<file path="config.mk">
export PLATFORM = sky130hd
export DESIGN_NAME = charlieplex_segment_display_scanner_unit_flat
export DESIGN_NICKNAME = d
export VERILOG_FILES = /design/src/rtl/core/cpsds_pkg.sv /design/src/rtl/core/cpsds_req_if.sv /design/src/rtl/core/cpsds_rsp_if.sv /design/src/rtl/core/cpsds_ctrl.sv /design/src/rtl/core/cpsds_dp.sv /design/src/rtl/core/charlieplex_segment_display_scanner_unit.sv /design/src/flat_wrapper.sv
export SDC_FILE = /design/constraint.sdc
export NUM_CORES = 1
export LEC_CHECK = 0
export BUFFER_PORTS_ARGS = -buffer_cell sky130_fd_sc_hd__buf_2
export CAP_MARGIN = 20
export CORE_MARGIN = 4
export CORE_UTILIZATION = 64
export DETAILED_ROUTE_END_ITERATION = 12
export PLACE_DENSITY = 0.9
export SYNTH_ARGS = -nofsm -noshare
export SYNTH_HDL_FRONTEND = slang
export SYNTH_SLANG_ARGS = --single-unit
export TNS_END_PERCENT = 20
</file>
<file path="constraint.sdc">
create_clock -name clk -period 8.5 [get_ports clk]
set_clock_uncertainty 0.05 [all_clocks]
set_input_delay 0.425 -clock clk [delete_from_list [all_inputs] [get_ports clk]]
set_output_delay 0.425 -clock clk [all_outputs]
set_load 0.005 [all_outputs]
</file>
<file path="src/rtl/core/cpsds_pkg.sv">
package cpsds_pkg;

    localparam int NUM_SEGMENTS = 40;
    localparam int MAX_NUMBER   = 9999;

    localparam logic [2:0] KIND_SCAN    = 3'd0;
    localparam logic [2:0] KIND_NUMBER  = 3'd1;
    localparam logic [2:0] KIND_MODE    = 3'd2;
    localparam logic [2:0] KIND_BATTERY = 3'd3;
    localparam logic [2:0] KIND_CLEAR   = 3'd4;

    localparam int SEG_MODE0    = 37;
    localparam int SEG_MODE1    = 38;
    localparam int SEG_CASE_LO  = 28;
    localparam int SEG_BAR_FULL = 32;
    localparam int SEG_BAR_MID  = 33;
    localparam int SEG_BAR_LOW  = 34;

    // reciprocal of ten, exact for quotients of values up to 9999
    localparam logic [12:0] RECIP_TEN = 13'd6554;

    typedef struct packed {
        logic load_in;
        logic exec;
        logic digit_step;
        logic scan_bit;
        logic load_out;
    } cpsds_cmd_t;

    typedef struct packed {
        logic [2:0] kind;
        logic       num_ok;
        logic       digit_last;
    } cpsds_status_t;

    function automatic logic [6:0] glyph(input logic [3:0] d);
        logic [6:0] g;
        case (d)
            4'd0:    g = 7'h3F;
            4'd1:    g = 7'h06;
            4'd2:    g = 7'h5B;
            4'd3:    g = 7'h4F;
            4'd4:    g = 7'h66;
            4'd5:    g = 7'h6D;
            4'd6:    g = 7'h7D;
            4'd7:    g = 7'h07;
            4'd8:    g = 7'h7F;
            4'd9:    g = 7'h6F;
            default: g = 7'h00;
        endcase
        return g;
    endfunction

    // {high pin, low pin}
    function automatic logic [5:0] pin_pair(input logic [5:0] s);
        logic [5:0] p;
        case (s)
            6'd0:  p = {3'd0, 3'd1};
            6'd1:  p = {3'd0, 3'd2};
            6'd2:  p = {3'd3, 3'd0};
            6'd3:  p = {3'd4, 3'd0};
            6'd4:  p = {3'd0, 3'd3};
            6'd5:  p = {3'd1, 3'd0};
            6'd6:  p = {3'd2, 3'd0};
            6'd7:  p = {3'd1, 3'd2};
            6'd8:  p = {3'd1, 3'd3};
            6'd9:  p = {3'd4, 3'd1};
            6'd10: p = {3'd1, 3'd5};
            6'd11: p = {3'd1, 3'd4};
            6'd12: p = {3'd2, 3'd1};
            6'd13: p = {3'd3, 3'd1};
            6'd14: p = {3'd4, 3'd3};
            6'd15: p = {3'd2, 3'd4};
            6'd16: p = {3'd3, 3'd4};
            6'd17: p = {3'd5, 3'd0};
            6'd18: p = {3'd5, 3'd2};
            6'd19: p = {3'd3, 3'd2};
            6'd20: p = {3'd4, 3'd2};
            6'd21: p = {3'd6, 3'd5};
            6'd22: p = {3'd5, 3'd6};
            6'd23: p = {3'd4, 3'd5};
            6'd24: p = {3'd5, 3'd3};
            6'd25: p = {3'd3, 3'd5};
            6'd26: p = {3'd5, 3'd4};
            6'd27: p = {3'd4, 3'd6};
            6'd28: p = {3'd6, 3'd2};
            6'd29: p = {3'd2, 3'd6};
            6'd30: p = {3'd2, 3'd5};
            6'd31: p = {3'd0, 3'd5};
            6'd32: p = {3'd0, 3'd6};
            6'd33: p = {3'd1, 3'd6};
            6'd34: p = {3'd3, 3'd6};
            6'd35: p = {3'd6, 3'd0};
            6'd36: p = {3'd6, 3'd4};
            6'd37: p = {3'd0, 3'd4};
            6'd38: p = {3'd6, 3'd1};
            6'd39: p = {3'd5, 3'd1};
            default: p = {3'd0, 3'd0};
        endcase
        return p;
    endfunction

endpackage

</file>
<file path="src/rtl/core/cpsds_req_if.sv">
interface cpsds_req_if;
    logic        valid;
    logic        ready;
    logic [2:0]  kind;
    logic [13:0] value;

    modport source (output valid, output kind, output value, input ready);
    modport sink (input valid, input kind, input value, output ready);
endinterface

</file>
<file path="src/rtl/core/cpsds_rsp_if.sv">
interface cpsds_rsp_if;
    logic       valid;
    logic       ready;
    logic [6:0] pin_drive_enable;
    logic [6:0] pin_drive_high;
    logic [5:0] lit_segment;
    logic       lit_valid;

    modport source (output valid, output pin_drive_enable, output pin_drive_high,
                    output lit_segment, output lit_valid, input ready);
    modport sink (input valid, input pin_drive_enable, input pin_drive_high,
                  input lit_segment, input lit_valid, output ready);
endinterface

</file>
<file path="src/rtl/core/cpsds_ctrl.sv">
module cpsds_ctrl
    import cpsds_pkg::*;
(
    input  logic          clk,
    input  logic          rst_n,
    input  logic          req_valid,
    output logic          req_ready,
    output logic          rsp_valid,
    input  logic          rsp_ready,
    input  cpsds_status_t status,
    output cpsds_cmd_t    cmd
);

    localparam logic [2:0] ST_IDLE  = 3'd0;
    localparam logic [2:0] ST_EXEC  = 3'd1;
    localparam logic [2:0] ST_DIGIT = 3'd2;
    localparam logic [2:0] ST_SCAN  = 3'd3;
    localparam logic [2:0] ST_EMIT  = 3'd4;

    logic [2:0] state_reg;
    logic [2:0] state_next;
    logic       rsp_valid_reg;
    logic       rsp_valid_next;

    assign req_ready = (state_reg == ST_IDLE);
    assign rsp_valid = rsp_valid_reg;

    always_comb
    begin
        state_next     = state_reg;
        cmd            = '0;
        rsp_valid_next = rsp_valid_reg && !rsp_ready;
        unique case (state_reg)
            ST_IDLE:
            begin
                if (req_valid)
                begin
                    cmd.load_in = 1'b1;
                    state_next  = ST_EXEC;
                end
            end
            ST_EXEC:
            begin
                cmd.exec = 1'b1;
                if (status.kind == KIND_NUMBER)
                    state_next = status.num_ok ? ST_DIGIT : ST_EMIT;
                else if (status.kind == KIND_SCAN)
                    state_next = ST_SCAN;
                else
                    state_next = ST_EMIT;
            end
            ST_DIGIT:
            begin
                cmd.digit_step = 1'b1;
                if (status.digit_last)
                    state_next = ST_EMIT;
            end
            ST_SCAN:
            begin
                cmd.scan_bit = 1'b1;
                state_next   = ST_EMIT;
            end
            ST_EMIT:
            begin
                if (!rsp_valid_reg || rsp_ready)
                begin
                    cmd.load_out   = 1'b1;
                    rsp_valid_next = 1'b1;
                    state_next     = ST_IDLE;
                end
            end
            default:
            begin
                state_next = ST_IDLE;
            end
        endcase
    end

    always_ff @(posedge clk or negedge rst_n)
    begin
        if (!rst_n)
        begin
            state_reg     <= ST_IDLE;
            rsp_valid_reg <= 1'b0;
        end
        else
        begin
            state_reg     <= state_next;
            rsp_valid_reg <= rsp_valid_next;
        end
    end

endmodule

</file>
<file path="src/rtl/core/cpsds_dp.sv">
module cpsds_dp
    import cpsds_pkg::*;
(
    input  logic          clk,
    input  logic          rst_n,
    input  cpsds_cmd_t    cmd,
    output cpsds_status_t status,
    input  logic [2:0]    req_kind,
    input  logic [13:0]   req_value,
    output logic [6:0]    pin_drive_enable,
    output logic [6:0]    pin_drive_high,
    output logic [5:0]    lit_segment,
    output logic          lit_valid
);

    logic [39:0] enables_reg;
    logic [39:0] snapshot_reg;
    logic [5:0]  cur_seg_reg;
    logic        driven_reg;
    logic [2:0]  kind_reg;
    logic [13:0] num_reg;
    logic [1:0]  digit_reg;
    logic [2:0]  group_reg;
    logic        snap_nz_reg;

    logic [6:0]  pde_reg;
    logic [6:0]  pdh_reg;
    logic [5:0]  lit_seg_reg;
    logic        lit_valid_reg;

    logic [26:0] prod;
    logic [9:0]  quot;
    logic [13:0] quot_x10;
    logic [3:0]  rem_digit;
    logic        show;
    logic [5:0]  digit_base;

    logic [2:0]  group_sel;
    logic        group_nz;
    logic [7:0]  group_bits;
    logic [2:0]  bit_sel;
    logic [5:0]  seg_sel;
    logic [39:0] snap_after;

    logic [5:0]  pair;
    logic [6:0]  hi_mask;
    logic [6:0]  lo_mask;

    assign status.kind       = kind_reg;
    assign status.num_ok     = (num_reg <= 14'(MAX_NUMBER));
    assign status.digit_last = (digit_reg == 2'd0);

    // one decimal digit per step: quotient by reciprocal, remainder by shift-add
    assign prod       = 27'(num_reg) * 27'(RECIP_TEN);
    assign quot       = prod[25:16];
    assign quot_x10   = (14'(quot) << 3) + (14'(quot) << 1);
    assign rem_digit  = 4'(num_reg - quot_x10);
    assign show       = (num_reg != 14'd0) || (digit_reg == 2'd3);
    assign digit_base = 6'(digit_reg) * 6'd7;

    always_comb
    begin
        group_nz  = 1'b1;
        if (snapshot_reg[39:32] != 8'd0)
            group_sel = 3'd4;
        else if (snapshot_reg[31:24] != 8'd0)
            group_sel = 3'd3;
        else if (snapshot_reg[23:16] != 8'd0)
            group_sel = 3'd2;
        else if (snapshot_reg[15:8] != 8'd0)
            group_sel = 3'd1;
        else
        begin
            group_sel = 3'd0;
            group_nz  = (snapshot_reg[7:0] != 8'd0);
        end
    end

    always_comb
    begin
        group_bits = snapshot_reg[{group_reg, 3'b000} +: 8];
        bit_sel    = 3'd0;
        for (int i = 0; i < 8; i++)
        begin
            if (group_bits[i])
                bit_sel = 3'(i);
        end
    end

    assign seg_sel    = {group_reg, bit_sel};
    assign snap_after = snap_nz_reg ? (snapshot_reg & ~(40'd1 << seg_sel)) : snapshot_reg;

    assign pair    = pin_pair(cur_seg_reg);
    assign hi_mask = 7'd1 << pair[5:3];
    assign lo_mask = 7'd1 << pair[2:0];

    always_ff @(posedge clk or negedge rst_n)
    begin
        if (!rst_n)
        begin
            enables_reg  <= '0;
            snapshot_reg <= '0;
            cur_seg_reg  <= '0;
            driven_reg   <= 1'b0;
        end
        else
        begin
            if (cmd.exec)
            begin
                case (kind_reg)
                    KIND_MODE:
                    begin
                        enables_reg[SEG_MODE1] <= (num_reg != 14'd0);
                        enables_reg[SEG_MODE0] <= (num_reg == 14'd0);
                    end
                    KIND_BATTERY:
                    begin
                        enables_reg[SEG_CASE_LO +: 4] <= 4'hF;
                        enables_reg[SEG_BAR_FULL]     <= (num_reg == 14'd3);
                        enables_reg[SEG_BAR_MID]      <= (num_reg == 14'd2) ||
                                                         (num_reg == 14'd3);
                        enables_reg[SEG_BAR_LOW]      <= (num_reg >= 14'd1) &&
                                                         (num_reg <= 14'd3);
                    end
                    KIND_CLEAR:
                    begin
                        enables_reg  <= '0;
                        snapshot_reg <= '0;
                        cur_seg_reg  <= '0;
                        driven_reg   <= 1'b0;
                    end
                    default:
                    begin
                    end
                endcase
            end
            if (cmd.digit_step)
                enables_reg[digit_base +: 7] <= show ? glyph(rem_digit) : 7'd0;
            if (cmd.scan_bit)
            begin
                if (snap_nz_reg)
                begin
                    cur_seg_reg <= seg_sel;
                    driven_reg  <= 1'b1;
                end
                snapshot_reg <= (snap_after == 40'd0) ? enables_reg : snap_after;
            end
        end
    end

    always_ff @(posedge clk)
    begin
        if (cmd.load_in)
        begin
            kind_reg  <= req_kind;
            num_reg   <= req_value;
            digit_reg <= 2'd3;
        end
        if (cmd.digit_step)
        begin
            num_reg   <= 14'(quot);
            digit_reg <= digit_reg - 2'd1;
        end
        if (cmd.exec)
        begin
            group_reg   <= group_sel;
            snap_nz_reg <= group_nz;
        end
        if (cmd.load_out)
        begin
            pde_reg       <= driven_reg ? (hi_mask | lo_mask) : 7'd0;
            pdh_reg       <= driven_reg ? hi_mask : 7'd0;
            lit_seg_reg   <= driven_reg ? cur_seg_reg : 6'd0;
            lit_valid_reg <= driven_reg;
        end
    end

    assign pin_drive_enable = pde_reg;
    assign pin_drive_high   = pdh_reg;
    assign lit_segment      = lit_seg_reg;
    assign lit_valid        = lit_valid_reg;

endmodule

</file>
<file path="src/rtl/core/charlieplex_segment_display_scanner_unit.sv">
// Channel   Role   Payload
// request   sink   kind, value
// result    source pin_drive_enable, pin_drive_high, lit_segment, lit_valid
//
// One request at a time. Scan tick: idle, exec, scan, emit (leading-one search
// split into a byte-group pick in exec and a bit pick in scan). Number write:
// one decimal digit per cycle via the divide-by-ten unit; out of range and other
// writes skip the digits. A pending result holds while the next request is taken.
// Reset clears enables, snapshot, lit segment, result valid; not the pin outputs.
module charlieplex_segment_display_scanner_unit
    import cpsds_pkg::*;
(
    input logic         clk,
    input logic         rst_n,
    cpsds_req_if.sink   request,
    cpsds_rsp_if.source result
);

    cpsds_cmd_t    cmd;
    cpsds_status_t status;

    cpsds_ctrl u_ctrl (
        .clk       (clk),
        .rst_n     (rst_n),
        .req_valid (request.valid),
        .req_ready (request.ready),
        .rsp_valid (result.valid),
        .rsp_ready (result.ready),
        .status    (status),
        .cmd       (cmd)
    );

    cpsds_dp u_dp (
        .clk              (clk),
        .rst_n            (rst_n),
        .cmd              (cmd),
        .status           (status),
        .req_kind         (request.kind),
        .req_value        (request.value),
        .pin_drive_enable (result.pin_drive_enable),
        .pin_drive_high   (result.pin_drive_high),
        .lit_segment      (result.lit_segment),
        .lit_valid        (result.lit_valid)
    );

endmodule
</file>
<file path="src/flat_wrapper.sv">
// flat-port wrapper written by rule: the top's interface ports become plain ports
module charlieplex_segment_display_scanner_unit_flat import cpsds_pkg::*;
  (clk, rst_n, request_valid, request_kind, request_value, request_ready, result_valid, result_pin_drive_enable, result_pin_drive_high, result_lit_segment, result_lit_valid, result_ready);
  cpsds_req_if request_i ();
  cpsds_rsp_if result_i ();
  input logic clk;
  input logic rst_n;
  input wire logic [$bits(request_i.valid)-1:0] request_valid;
  input wire logic [$bits(request_i.kind)-1:0] request_kind;
  input wire logic [$bits(request_i.value)-1:0] request_value;
  output wire logic [$bits(request_i.ready)-1:0] request_ready;
  output wire logic [$bits(result_i.valid)-1:0] result_valid;
  output wire logic [$bits(result_i.pin_drive_enable)-1:0] result_pin_drive_enable;
  output wire logic [$bits(result_i.pin_drive_high)-1:0] result_pin_drive_high;
  output wire logic [$bits(result_i.lit_segment)-1:0] result_lit_segment;
  output wire logic [$bits(result_i.lit_valid)-1:0] result_lit_valid;
  input wire logic [$bits(result_i.ready)-1:0] result_ready;
  assign request_i.valid = request_valid;
  assign request_i.kind = request_kind;
  assign request_i.value = request_value;
  assign request_ready = request_i.ready;
  assign result_valid = result_i.valid;
  assign result_pin_drive_enable = result_i.pin_drive_enable;
  assign result_pin_drive_high = result_i.pin_drive_high;
  assign result_lit_segment = result_i.lit_segment;
  assign result_lit_valid = result_i.lit_valid;
  assign result_i.ready = result_ready;
  charlieplex_segment_display_scanner_unit u_core (.clk(clk), .rst_n(rst_n), .request(request_i), .result(result_i));
endmodule
</file>
; Word level (Yosys, flattened, before mapping)
; Memory sizes are Yosys's and may differ from the RTL's.
; Index checks and enable logic that the tools add are counted.
[word_totals]
word_cells = 127
memories = 2
out_inout_bits = 23
rom_bits = 496
ff_bits = 135
in_bits = 21
[memory_table]
columns = memory, depth, width, rd, rd_ports_with_merged_regs, wr, line_no
row1 = (no name shown), 64, 6, 1, 0, 0, cpsds_pkg.sv:57  ; case (s)
row2 = (no name shown), 16, 7, 1, 0, 0, cpsds_pkg.sv:38  ; case (d)
[op_classes]
multipliers = 2
n_eq_ne = 14
add_sub_neg = 4
n_reduce_logical = 24
n_mux = 53
n_bitwise = 3
order_cmp = 3
n_shift = 6
[ops]
columns = cell, n
row1 = $mux W40, 7
row2 = $and A40 B40 Y40, 1
row3 = $bwmux W40, 1
row4 = $logic_not A40 Y1, 1
row5 = $not A40 Y40, 1
row6 = $reduce_bool A8 Y1, 5
row7 = $shift A7 B8 Y40 const A, 1
row8 = $shiftx A40 B7 Y8, 1
row9 = $shiftx A7 B8 Y40, 1
row10 = $shl A1 B6 Y40 const A, 1
row11 = $mux W3, 12
row12 = $eq A14 B2 Y1 const B, 2
row13 = $mux W28, 1
row14 = $mul A14 B12 Y25 const B, 1
row15 = $mux W6, 4
row16 = $mux W10, 2
row17 = $mux W1, 16
row18 = $pmux W3 S5, 1
row19 = $ge A14 B1 Y1 const B, 1
row20 = $le A14 B14 Y1 const B, 1
row21 = $le A14 B2 Y1 const B, 1
row22 = $logic_not A14 Y1, 1
row23 = $mux W7, 2
row24 = $pmux W7 S2, 1
row25 = other kinds (25), 43

; Logic depth before layout (Yosys ltp)
[depth]
word_depth = 15
ltp_mapped = 27
mapped_depth_nobuf = 25

; Cells and area by module
; From an unflattened synthesis, not the netlist that was laid out.
[hier_totals]
hier_cells = 1196
area_unflattened_um2 = 11000.6
[modules_own_cells]
columns = module, seq_area_each_um2, n_inst, area_each_um2, cells_per_inst
row1 = cpsds_dp, 3458.3, 1, 10755.3, 1169
row2 = cpsds_ctrl, 100.1, 1, 245.2, 27

; Least setup slack after synthesis
; Ideal clock, no wire load.
[synth_path]
path_kind = register to register
start = register u_core.u_dp.num_reg[1]
end = register u_core.u_dp.enables_reg[32]
setup_time_ns = 0.064
n_path_buf = 0
path_stages_with_launch = 24
t_arrival_ns = 5.762
setup_slack_ns = 2.623
required_time_ns = 8.386
period_less_slack_ns = 5.877
path_cell_list = edfxtp_1 ha_1 xor2_1 ha_1 fa_1 fa_1 inv_1 fa_1 inv_1 ha_1 a21oi_1 o21ai_0 a21o_1 a21o_1 a21o_1 a21oi_1 xnor2_1 ha_1 xnor2_1 xnor3_1 xnor2_1 a22oi_1 nor2_1 a31o_2
[synth_between]
elab_chain_cells = 9
elab_cells_between_ends = 14
classes_between = add/sub (2) / mul (1) / eq/ne (1) / shift (1) / mux (6) / reduce/logical (2) / memory (1)
[synth_rtl]
columns = element, line_no
row1 = "start, declared", cpsds_dp.sv:21  ; logic [13:0] num_reg;
row2 = "start signal, assigned", cpsds_dp.sv:156  ; num_reg <= req_value;
row3 = "start signal, assigned", cpsds_dp.sv:161  ; num_reg <= 14'(quot);
row4 = $mul A14 B12 Y25, cpsds_dp.sv:54  ; assign prod = 27'(num_reg) * 27'(RECIP_TEN);
row5 = $add A4 B4 Y4, cpsds_dp.sv:56  ; assign quot_x10 = (14'(quot) << 3) + (14'(quot) << 1);
row6 = $sub A4 B4 Y4, cpsds_dp.sv:57  ; assign rem_digit = 4'(num_reg - quot_x10);
row7 = $mem_v2 Z16 W7, --
row8 = $mux W7, cpsds_dp.sv:137  ; if (cmd.digit_step)
row9 = $mux W7, cpsds_dp.sv:138  ; enables_reg[digit_base +: 7] <= show ? glyph(rem_digit) : 7'd0;
row10 = $shiftx A7 B8 Y40, cpsds_dp.sv:138
row11 = $bwmux W40, cpsds_dp.sv:138
row12 = $mux W40 (*), cpsds_dp.sv:137
row13 = "end signal, assigned by index", cpsds_dp.sv:120  ; enables_reg[SEG_BAR_MID] <= (num_reg == 14'd2) ||
row14 = "end signal, assigned by index", cpsds_dp.sv:122  ; enables_reg[SEG_BAR_LOW] <= (num_reg >= 14'd1) &&
row15 = "end signal, assigned by index", cpsds_dp.sv:138
row16 = "end, declared", cpsds_dp.sv:16  ; logic [39:0] enables_reg;
; Every way passes the cells marked *; elsewhere a longest branch is shown, timed or not. The select of a mux whose other input is x is not followed.
; A chain may end at the register's enable or synchronous reset.

; Worst setup path after layout
[layout_path]
start = register u_core.u_dp.num_reg[1]
end = register u_core.u_dp.enables_reg[20]
[layout_between]
elab_chain_cells = 9
elab_cells_between_ends = 11
classes_between = add/sub (2) / mul (1) / shift (1) / mux (4) / reduce/logical (2) / memory (1)
[layout_rtl]
columns = element, line_no
row1 = $mul A14 B12 Y25, cpsds_dp.sv:54
row2 = $add A4 B4 Y4, cpsds_dp.sv:56
row3 = $sub A4 B4 Y4, cpsds_dp.sv:57
row4 = $mem_v2 Z16 W7, --
row5 = $mux W7, cpsds_dp.sv:137
row6 = $mux W7 (*), cpsds_dp.sv:138
row7 = $shiftx A7 B8 Y40 (*), cpsds_dp.sv:138
row8 = $bwmux W40 (*), cpsds_dp.sv:138
row9 = $mux W40 (*), cpsds_dp.sv:137
; Marked as above.

==> reports/results.ini <==
[outcome]
status=finished clean

[synth]
syn_area_um2=10700
synthAdderAreaFrac_pct=23.4
synth_edf_count=40
yosysTopAreaCell=dfrtp_1
synth_nets=1335
synthArstFlopShare_pct=67.4
synth_mux_area_share_pct=2.05
synthCells=1142
ys_warn_count=0
synth_cell_types=76
synth_compound_area_share_pct=16.5
synth_top_area_share_pct=21.2
synth_top_family_by_area=adder cells
synthTopCellsByArea=dfrtp_1, ha_1, edfxtp_1, fa_1, nand2_1
synth.yosys.seq_area_share_pct=33.2
synth-simple-area-share_pct=15.9
synth_seq_cells=135
synth_area_per_cell_um2=9.39
synth_flop_cell=dfrtp_1
synth_xor_xnor_area_share_pct=1.93

[layout]
n_fill_cell=1113
drive_gt1_share_pct=8.02
largest_register_ffs=40
area_growth_syn_to_layout_pct=8.73
final_nets=1364
final_cells=1405

[setup_path]
startpoint_type=register
critPathRequiredTime_ps=8690
end_kind=register
cp-startpoint=u_core.u_dp.num_reg[1]
crit_type=reg -> reg
critPathMaxFanout=30
r2r-start=u_core.u_dp.num_reg[1]
crit_arrival_ps=7150

[cts]
clockBufferDepth=2
clk_pin_slew_worst_paths_ps=60
clk_latency_ps=420
cts_root_buf=clkbuf_16
cts_buffers=17
cts.sinks=135
ctsResizeCount=0
cts_tree=done
htreeDepth=4

[timing]
slew_headroom_pct=22.9
worst_pin_slew_ps=1150
final.setup.tns_ps=0
hold_viol=0
fin_crit_ps=6960
hold_slack_ps=125
setup_violations=0
fin_crit_sh_pct=81.9
fmax_mhz=144
fin_ws_ps=1540
slew_violations=0
rsz0062_at_grt=false

[route]
via_count=9085
drtPass1Iterations=6
drt_iter0_markers=1217
ant_nets=0
avgViaCountPerCell=6.47
route.detailed.wl_per_inst_um=20.1
drc=0
drt-total-wl_um=28200

[grt]
grt_usage_pct=30.8
grt_max_degree=86
grt-ovfl-total=0
grt_pass1_wl_um=45000
antenna_found_initial=0
grt_pass1_vias=8698

[floorplan]
ios=44
coreArea_um2=16500
die_h_um=137
start_util_pct=64.9
rows=47
die_area_um2=18900
die_x_um=137

[placement]
dp_slack_ps=1800
hpwl_um=20900
numPortBuffers=43
gp_congestion=1.03
dp.cells=1370

[hold_path]
min_path_type=in -> reg
worstHoldStart=request_kind[2]

[flow_run]
drv_cap=0

cells by family after synthesis:
logic type                 Yosys count
adders and majority gates          172
muxes                               20
xor gates and xnor gates            22
DFF                                135
and+or+nand+nor                    357
AOI/OAI and AO/OA                  250
buffers and inverters              186
final cells by class:
class,count,area [µm²],area share (%)
flip-flops and latches,135,3560,30.5
repair buffers,54,323,2.77
clock buffers,24,483,4.14
clock inverters,8,70.1,0.601
multi-input cells,821,6410,55.0
diodes,1,2.50,0.0215
inverters,142,533,4.57
well taps,220,275,2.36
cell usage after synthesis, types with 5 or more instances:
library cell and instances:
o31ai_1 7, a22oi_1 6, a22o_1 6, nor3_1 22, edfxtp_1 40, a32o_1 38
a21boi_0 7, buf_6 7, nand2_1 154, nor4_1 10, xor2_1 8, nor2b_1 8
nand3_1 33, a21oi_1 37, nor2_1 66, fa_1 47, inv_1 141, nand2b_1 17
mux2i_1 16, clkbuf_1 33, dfrtp_1 91, a21o_1 8, and3_1 6, a31oi_1 8
a41oi_1 5, o21ai_0 66, o22ai_1 13, xnor2_1 13, ha_1 125, and2_1 11
timing repair:
action | in CTS | in global routing
hold buffers | 1 | 0
setup endpoints to repair | 0 | 0
hold endpoints to repair | 6 | 0
buffers inserted | 0 | 0
final timing paths:
check	endpoint	slack, ps	depth (start not counted)
worst min register to register	u_core.u_dp.snapshot_reg[39]	440	1
max in group asynchronous	u_core.u_dp.cur_seg_reg[1]	7240	4
min in group asynchronous	u_core.u_dp.snapshot_reg[19]	300	2
worst min-delay path	u_core.u_dp.kind_reg[2]	120	1
worst max register to register	u_core.u_dp.enables_reg[20]	1540	23
worst max-delay path	u_core.u_dp.enables_reg[20]	1540	23
worst max-delay path, cell delays in order, from the launching register on:
cell,delay (ps)
edfxtp_1,550
ha_1,410
xor2_1,160
ha_1,310
fa_1,510
fa_1,540
inv_1,50
fa_1,530
inv_1,50
ha_1,320
a21oi_1,200
o21ai_0,160
a21o_1,220
a21o_1,190
a21o_1,170
a21oi_1,160
xnor2_1,180
ha_1,210
xnor2_1,130
xnor3_1,340
nor4_1,320
nor3_1,90
nand2_1,650
o21ai_0,270
through the flow:
step	util, %	instance area (µm²)
after floorplan	-	10700
after detailed placement	66.9	11100
final	70.5	11700
after global placement	66.9	11100
after global routing	70.5	11700
after CTS	70.3	11600
cells in the final DEF (no fill, tap or decap), types with 16 or more instances in the layout:
| cell type | count |
|---|---|
| buf_2 | 42 |
| ha_1 | 125 |
| nand3_1 | 33 |
| edfxtp_1 | 40 |
| nand2_1 | 154 |
| mux2i_1 | 16 |
| nor3_1 | 22 |
| dfrtp_1 | 91 |
| a21oi_1 | 37 |
| nand2b_1 | 17 |
| fa_1 | 47 |
| a32o_1 | 38 |
| nor2_1 | 66 |
| o21ai_0 | 66 |
| clkbuf_16 | 18 |
| inv_1 | 141 |
metal layers:
metal | vias to the layer above | part of all wire [%] | global-route usage (%)
met5 | - | 0 | 0
met2 | 545 | 48 | 50.7
met1 | 4351 | 39 | 39.9
li1 | 4081 | - | -
met4 | 0 | 4.0 | 12.7
met3 | 108 | 9.0 | 6.14
Power is not shown: default switching activity piles up to over one toggle a cycle in this logic, so the estimate is an artifact.
